## src/hw/rtl/rycc_pkg.sv

```systemverilog
// Shared types and constants of the RGB to YCbCr 4:2:0 converter.
package rycc_pkg;

    localparam int PIX_W = 8;
    localparam int SUM_W = PIX_W + 1;
    localparam int CFG_W = 13;
    localparam int ROW_W = 12;
    localparam int MAX_HEIGHT = 4096;

    // Register indexes, taken from paddr[2].
    localparam logic REG_FRAME_WIDTH  = 1'b0;
    localparam logic REG_FRAME_HEIGHT = 1'b1;

    // BT.709 limited-range coefficients in units of 1/256.
    localparam logic [15:0] LUMA_R_COEF = 16'd47;
    localparam logic [15:0] LUMA_G_COEF = 16'd157;
    localparam logic [15:0] LUMA_B_COEF = 16'd16;
    localparam logic [15:0] ROUND_HALF  = 16'd128;
    localparam logic [8:0]  LUMA_OFFSET = 9'd16;

    localparam logic [15:0] CB_R_COEF = 16'd26;   // subtracted
    localparam logic [15:0] CB_G_COEF = 16'd87;   // subtracted
    localparam logic [15:0] CB_B_COEF = 16'd112;
    localparam logic [15:0] CR_R_COEF = 16'd112;
    localparam logic [15:0] CR_G_COEF = 16'd102;  // subtracted
    localparam logic [15:0] CR_B_COEF = 16'd10;   // subtracted

    // Rounding term plus the 128 chroma offset placed above the binary point,
    // so the biased sum never goes negative.
    localparam logic [15:0] CHROMA_BIAS = ROUND_HALF + 16'd32768;

    localparam logic [9:0] AVG_ROUND = 10'd2;
    localparam logic [PIX_W-1:0] BYTE_MAX = 8'd255;

    typedef struct packed {
        logic [PIX_W-1:0] red;
        logic [PIX_W-1:0] green;
        logic [PIX_W-1:0] blue;
    } pixel_t;

    typedef struct packed {
        logic [SUM_W-1:0] red;
        logic [SUM_W-1:0] green;
        logic [SUM_W-1:0] blue;
    } pair_sum_t;

    typedef struct packed {
        logic chroma;
        logic frame_end;
    } stage_ctrl_t;

endpackage

```

## src/hw/rtl/rycc_color_math.sv

```systemverilog
// Two-stage color math: luma and block averages, then chroma into the result register.
module rycc_color_math
    import rycc_pkg::*;
(
    input  logic             clk,
    input  logic             rst_n,
    input  logic             in_valid,
    output logic             in_ready,
    input  pixel_t           in_pixel,
    input  pair_sum_t        in_pair,
    input  pair_sum_t        in_line,
    input  stage_ctrl_t      in_ctrl,
    output logic             out_valid,
    input  logic             out_ready,
    output logic [PIX_W-1:0] out_luma,
    output logic             out_chroma_valid,
    output logic [PIX_W-1:0] out_cb,
    output logic [PIX_W-1:0] out_cr,
    output logic             out_frame_end
);

    logic             a_valid_reg;
    logic [PIX_W-1:0] a_luma_reg;
    logic [PIX_W-1:0] a_avg_r_reg;
    logic [PIX_W-1:0] a_avg_g_reg;
    logic [PIX_W-1:0] a_avg_b_reg;
    stage_ctrl_t      a_ctrl_reg;

    logic             b_valid_reg;
    logic [PIX_W-1:0] b_luma_reg;
    logic             b_chroma_reg;
    logic [PIX_W-1:0] b_cb_reg;
    logic [PIX_W-1:0] b_cr_reg;
    logic             b_frame_end_reg;

    logic             a_ready;
    logic [15:0]      luma_sum;
    logic [8:0]       luma_off;
    logic [PIX_W-1:0] luma_next;
    logic [9:0]       avg_r_sum;
    logic [9:0]       avg_g_sum;
    logic [9:0]       avg_b_sum;
    logic [15:0]      cb_sum;
    logic [15:0]      cr_sum;

    assign a_ready  = !b_valid_reg || out_ready;
    assign in_ready = !a_valid_reg || a_ready;

    always_comb
    begin
        luma_sum = LUMA_R_COEF * 16'(in_pixel.red) + LUMA_G_COEF * 16'(in_pixel.green)
                 + LUMA_B_COEF * 16'(in_pixel.blue) + ROUND_HALF;
        luma_off = {1'b0, luma_sum[15:8]} + LUMA_OFFSET;
        luma_next = luma_off[8] ? BYTE_MAX : luma_off[7:0];
        avg_r_sum = 10'(in_pair.red) + 10'(in_line.red) + AVG_ROUND;
        avg_g_sum = 10'(in_pair.green) + 10'(in_line.green) + AVG_ROUND;
        avg_b_sum = 10'(in_pair.blue) + 10'(in_line.blue) + AVG_ROUND;
    end

    // The biased sums stay within 16 bits, so the top byte is already in range.
    always_comb
    begin
        cb_sum = CB_B_COEF * 16'(a_avg_b_reg) + CHROMA_BIAS
               - CB_R_COEF * 16'(a_avg_r_reg) - CB_G_COEF * 16'(a_avg_g_reg);
        cr_sum = CR_R_COEF * 16'(a_avg_r_reg) + CHROMA_BIAS
               - CR_G_COEF * 16'(a_avg_g_reg) - CR_B_COEF * 16'(a_avg_b_reg);
    end

    always_ff @(posedge clk or negedge rst_n)
    begin
        if (!rst_n)
        begin
            a_valid_reg <= 1'b0;
            b_valid_reg <= 1'b0;
        end
        else
        begin
            if (in_ready)
            begin
                a_valid_reg <= in_valid;
            end
            if (a_ready)
            begin
                b_valid_reg <= a_valid_reg;
            end
        end
    end

    always_ff @(posedge clk)
    begin
        if (in_valid && in_ready)
        begin
            a_luma_reg  <= luma_next;
            a_avg_r_reg <= avg_r_sum[9:2];
            a_avg_g_reg <= avg_g_sum[9:2];
            a_avg_b_reg <= avg_b_sum[9:2];
            a_ctrl_reg  <= in_ctrl;
        end
        if (a_valid_reg && a_ready)
        begin
            b_luma_reg      <= a_luma_reg;
            b_chroma_reg    <= a_ctrl_reg.chroma;
            b_cb_reg        <= a_ctrl_reg.chroma ? cb_sum[15:8] : '0;
            b_cr_reg        <= a_ctrl_reg.chroma ? cr_sum[15:8] : '0;
            b_frame_end_reg <= a_ctrl_reg.frame_end;
        end
    end

    assign out_valid        = b_valid_reg;
    assign out_luma         = b_luma_reg;
    assign out_chroma_valid = b_chroma_reg;
    assign out_cb           = b_cb_reg;
    assign out_cr           = b_cr_reg;
    assign out_frame_end    = b_frame_end_reg;

endmodule

```

## config.mk

```make
export PLATFORM = sky130hd
export DESIGN_NAME = rycc_color_math
export DESIGN_NICKNAME = d
export VERILOG_FILES = /design/src/hw/rtl/rycc_pkg.sv /design/src/hw/rtl/rycc_color_math.sv
export SDC_FILE = /design/constraint.sdc
export NUM_CORES = 1
export LEC_CHECK = 0
export BUFFER_PORTS_ARGS = -buffer_cell sky130_fd_sc_hd__buf_2
export CORE_MARGIN = 8
export CORE_UTILIZATION = 60
export CTS_CLUSTER_SIZE = 14
export DETAILED_ROUTE_END_ITERATION = 10
export GPL_TIMING_DRIVEN = 0
export PLACE_DENSITY_LB_ADDON = 0.1
export SYNTH_ARGS = -nofsm -noshare
export SYNTH_HDL_FRONTEND = slang
export SYNTH_SLANG_ARGS = --single-unit
```

## constraint.sdc

```tcl
create_clock -name clk -period 18 [get_ports clk]
set_input_delay 1.8 -clock clk [delete_from_list [all_inputs] [get_ports clk]]
set_output_delay 1.8 -clock clk [all_outputs]
set_load 0.005 [all_outputs]
```

# --- After elaboration in Yosys (flattened, before gate mapping) ---
# Cells that the tools add are included.
totals:
  regBits: 62
  in_bits: 84
  output_inout_bits: 28
classes:
  n_addsub: 16
  n_mul: 8
  reduce_logical: 6
op_table:
  columns: ["op", "count"]
  rows:
  - ["multiplier 3 x 8 -> 11 bit, first input constant", 3]
  - ["adder 15 x 16 -> 16 bit, second input constant", 2]
  - ["subtractor 16 x 15 -> 16 bit", 2]
  - ["adder 10 x 2 -> 10 bit, second input constant", 3]
  - ["adder 9 x 9 -> 10 bit", 3]
  - ["multiplier 6 x 8 -> 14 bit, first input constant", 2]
  - ["adder 14 x 16 -> 16 bit", 1]
  - ["adder 16 x 12 -> 16 bit", 1]
  - ["adder 16 x 8 -> 16 bit, second input constant", 1]
  - ["multiplier 8 x 8 -> 16 bit, first input constant", 1]
  - ["subtractor 16 x 12 -> 16 bit", 1]
  - ["subtractor 16 x 13 -> 16 bit", 1]
  - ["multiplier 7 x 8 -> 15 bit, first input constant", 1]
  - ["multiplier 4 x 8 -> 12 bit, first input constant", 1]
  - ["adder 8 x 5 -> 9 bit, second input constant", 1]
  - ["logical AND 1 bit", 2]
  - ["logical NOT 1 bit", 2]
  - ["logical OR 1 bit", 2]

# --- Longest topological paths before layout ---
logic_depth:
  word_depth: 5
  ltp_mapped: 27
  mapped_depth_nobuf: 27

# --- Least setup slack after synthesis ---
# OpenSTA, ideal clock, no wires.
synth_path:
  path_type: "in2reg"
  start: "input in_pixel[21] (netlist name)"
  end: "register a_luma_reg[6] (data pin)"
  arrival_time_ns: 6.864
  t_required_ns: 17.746
  path_slack_ns: 10.881
  stages: 18
  path_buffers: 0
  path_cell_list: "inv_1 fa_1 fa_1 inv_1 fa_1 fa_1 fa_1 fa_1 ha_1 a2111oi_4 o21ai_2 a41o_4 a21oi_1 o21ba_2 xnor2_1 ha_1 nand3_1 o21a_1"
synth_via:
  elab_chain_cells: 5
synth_lines:
  columns: ["item", "line", "source"]
  rows:
  - ["start, declared", "rycc_color_math.sv:9", "input pixel_t in_pixel,"]
  - ["multiplier 6 x 8 -> 14 bit", "rycc_color_math.sv:51", "luma_sum = LUMA_R_COEF * 16'(in_pixel.red) + LUMA_G_COEF * 16'(in_pixel.green)"]
  - ["adder 14 x 16 -> 16 bit", "rycc_color_math.sv:51", null]
  - ["adder 16 x 12 -> 16 bit", "rycc_color_math.sv:52", "+ LUMA_B_COEF * 16'(in_pixel.blue) + ROUND_HALF;"]
  - ["adder 16 x 8 -> 16 bit", "rycc_color_math.sv:52", null]
  - ["adder 8 x 5 -> 9 bit", "rycc_color_math.sv:53", "luma_off = {1'b0, luma_sum[15:8]} + LUMA_OFFSET;"]
  - ["end signal, assigned", "rycc_color_math.sv:93", "a_luma_reg <= luma_next;"]
  - ["end, declared", "rycc_color_math.sv:23", "logic [PIX_W-1:0] a_luma_reg;"]
# No other way between the ends.
# A chain may end at the register's enable or synchronous reset.

# --- Worst setup path after layout ---
# Same ends and word-level chain as after synthesis.

==> flow_summary.yaml <==
timing:
  fin_skew_ns: 0.0104
  finalHoldViolCount: 0
  timing.slew.headroom_pct: 25.2
  finalWorstPathRequiredPeriod_ns: 7.21
  period_share_pct: 40.0
  hold_ws_ns: 0.412
  unrepaired_setup_endpoints_after_global_routing: "no"
  timing.final.max_slew_violations: 0
  max_slew.worst_pin.slew_ns: 1.12
  fmax_mhz: 139
  setup-tns-final_ns: 0
  report.final.setup_viol: 0
worst_setup_path:
  path_class: "in -> reg"
  reg2reg_from: "a_avg_r_reg[2]"
  worst_path_max_delay_cell: "sky130_fd_sc_hd__fa_1"
  cp_max_fo: 4
  worst_r2r_path_depth: 25
  timing.reg2reg.setup_slack_ns: 11.08
  critical_path.startpoint_type: "input pin"
  timing.critical_path.max_delay_family: "adder cells"
  timing.critical_path.arrival_ns: 7.30
  critical_path.endpoint_type: "flop"
  critPathMostFrequentCell: "sky130_fd_sc_hd__fa_1"
  slowest_cell_delay_on_critical_path_ns: 0.52
  critical_path_required_ns: 18.09
  path_cells: "buf_2, inv_1, fa_1, fa_1, inv_1, fa_1, fa_1, fa_1, fa_1, ha_1, a2111oi_4, o21ai_2, a41o_4, a21oi_1, o21ba_2, xnor2_1, ha_1, nand3_1, o21a_1"
  rr_endpoint: "out_cb[7]"
  critPathBufInv: 3
synthesis:
  yosys.area.top_type_share_pct: 30.5
  synth_top_cell_by_area: "sky130_fd_sc_hd__ha_1"
  synth_ff_type: "sky130_fd_sc_hd__edfxtp_1"
  ys_top_cells_by_count: "272 x sky130_fd_sc_hd__ha_1, 268 x sky130_fd_sc_hd__inv_1, 135 x sky130_fd_sc_hd__fa_1, 60 x sky130_fd_sc_hd__edfxtp_1, 54 x sky130_fd_sc_hd__xnor2_1"
  synth_edf_count: 60
  synthesis.nets: 1560
  ys_warn_count: 0
  synth-async-reset-ratio_pct: 3.23
  synthesized_instance_count: 1069
  flip_flop_and_latch_count_after_synthesis: 62
  yosysUniqueCellTypes: 51
  synth.cell_area_mm2: 0.0112
  syn-mean-instance-area_um2: 10.4
  post-synth-top-count-cell: "sky130_fd_sc_hd__ha_1"
  seq_total_area_yosys_pct: 16.6
  synth_area_leaders: "sky130_fd_sc_hd__ha_1 31%, sky130_fd_sc_hd__fa_1 24%, sky130_fd_sc_hd__edfxtp_1 16%"
die:
  die_x_um: 152
  pin_count: 112
  initial_utilization_pct: 60.4
  coreArea_mm2: 0.0185
  die_area_mm2: 0.0232
  die_h_um: 152
  std_cell_rows: 50
global_route:
  grt_first_pass_wirelength_mm: 35.6
  vias_in_the_first_global_route: 7844
  groute.usage.overall_pct: 18.8
  grt_antenna_before_repair: 0
  global_route.overflow_total: 0
  grt_max_degree: 35
finish:
  seq_area_mm2: 0.00185
  fin_area_mm2: 0.0123
  share_of_cells_above_drive_strength_1_pct: 11.5
  layout_cells_excl_fill: 1430
  area_growth_pct: 10.2
  multi_input_area_mm2: 0.00829
  number_of_fill_cells_in_the_layout: 1509
  antenna-diode-count: 0
  nets: 1682
worst_hold_path:
  holdCritPathClass: "reg -> reg"
  hp-start: "a_luma_reg[0]"
  whs_path_depth: 0
  hold_path_end: "out_luma[0]"
clocking:
  cts.repair_timing.setup_buffer_count: 0
  cts.root.buffer_cell: "sky130_fd_sc_hd__clkbuf_16"
  post_cts_hold_buffer_count: 0
  clk_pin_slew_ns: 0.06
  clock_sink_count: 62
  clkLatencyLatePin_ns: 0.34
  cts_buffers: 9
  cts-root-to-sink-buffers: 2
  cts_tree: "built"
  cts_htree_levels: 3
  cts_repair_resize_count: 0
route:
  vias_per_cell: 5.08
  vias: 7269
  totalWireLength_mm: 20.8
  drt_iter0_markers: 203
  wire_per_inst_um: 14.5
  drtAntennaViolNets: 0
  route.detailed.drc: 0
  drt_pre_antenna_iters: 4
run_status:
  status: "complete, no violations"
placed_design:
  dpl_cell_area_mm2: 0.0120
  gpl.final_weighted_congestion: 0.865
  place.port_buffers: 111
  place_inst: 1414
  place_hpwl_mm: 18.4
run:
  maxCapViolCount: 0
## per-stage QoR
stage / setup WS (ns) / util [%]
3_3_place_gp: 10.50 / 65.0
5_1_grt: 10.59 / 66.6
4_1_cts: 10.77 / 66.6
3_5_place_dp: 10.41 / 65.0
6_report: 10.79 / 66.6
2_1_floorplan: 10.88 / -
## cells by family after synthesis
logic type / synth area share [%]
AO/OA/AOI/OAI: 7.83
multiplexers: 0.0897
AND/OR/NAND/NOR: 5.96
adder cells (fa/ha/maj): 54.7
buffers and inverters: 9.05
XOR/XNOR: 5.73
flip-flops: 16.6
## layout make-up
class | count | area share [%]
tap | 234 | 2.38
timing repair buffer | 111 | 4.52
buffer | 1 | 0.0305
inverter | 268 | 8.18
sequential | 62 | 15.1
clock inverter | 5 | 0.478
clock buffer | 11 | 1.89
multi-input combinational | 738 | 67.5
## per-layer routing
layer / share of wire [%] / routed length (um) / global-route usage (%)
met1: 45 / 9420 / 22.9
met2: 50 / 10400 / 33.7
met3: 2.7 / 558 / 2.78
met4: 1.9 / 395 / 5.62
met5: 0 / 0 / 0
## how the worst max path moves through the flow
stage          cells after the start  slack, ns          from       endpoint
2_1_floorplan                     18      10.88  in_pixel[21]  a_luma_reg[6]
5_1_grt                           19      10.59  in_pixel[21]  a_luma_reg[6]
6_report                          19      10.79  in_pixel[21]  a_luma_reg[6]
3_3_place_gp                      19      10.50  in_pixel[21]  a_luma_reg[6]
3_5_place_dp                      19      10.41  in_pixel[21]  a_luma_reg[6]
4_1_cts                           19      10.77  in_pixel[21]  a_luma_reg[6]
## worst reg2reg max path, delay by kind of cell, from the launching register on
kind,cells,cell delay (ns)
AO/OA/AOI/OAI,8,1.68
XOR/XNOR,2,0.26
adder cells (fa/ha/maj),9,3.78
buffers and inverters,5,0.28
flip-flops,1,0.53
AND/OR/NAND/NOR,1,0.15
## cells in the final DEF, fill, tap and decap left out, types with 4 or more instances in the layout
cell type,count
sky130_fd_sc_hd__ha_1,272
sky130_fd_sc_hd__inv_1,268
sky130_fd_sc_hd__fa_1,135
sky130_fd_sc_hd__buf_2,111
sky130_fd_sc_hd__edfxtp_1,60
sky130_fd_sc_hd__xnor2_1,54
sky130_fd_sc_hd__a21oi_1,47
sky130_fd_sc_hd__nor2_1,34
sky130_fd_sc_hd__o21ai_0,29
sky130_fd_sc_hd__nand2_1,23
sky130_fd_sc_hd__o21bai_1,15
sky130_fd_sc_hd__nand2b_1,14
sky130_fd_sc_hd__xor2_1,14
sky130_fd_sc_hd__and2_1,13
sky130_fd_sc_hd__a21o_1,11
sky130_fd_sc_hd__o21a_1,9
sky130_fd_sc_hd__clkbuf_16,9
sky130_fd_sc_hd__nor2b_1,8
sky130_fd_sc_hd__nand3_1,7
sky130_fd_sc_hd__a21boi_0,6
sky130_fd_sc_hd__nor3_1,5
sky130_fd_sc_hd__nand3b_1,4
Power is left out: the tool's default activity adds up to more than one toggle a clock period on the data nets, which glitch-free logic cannot reach.
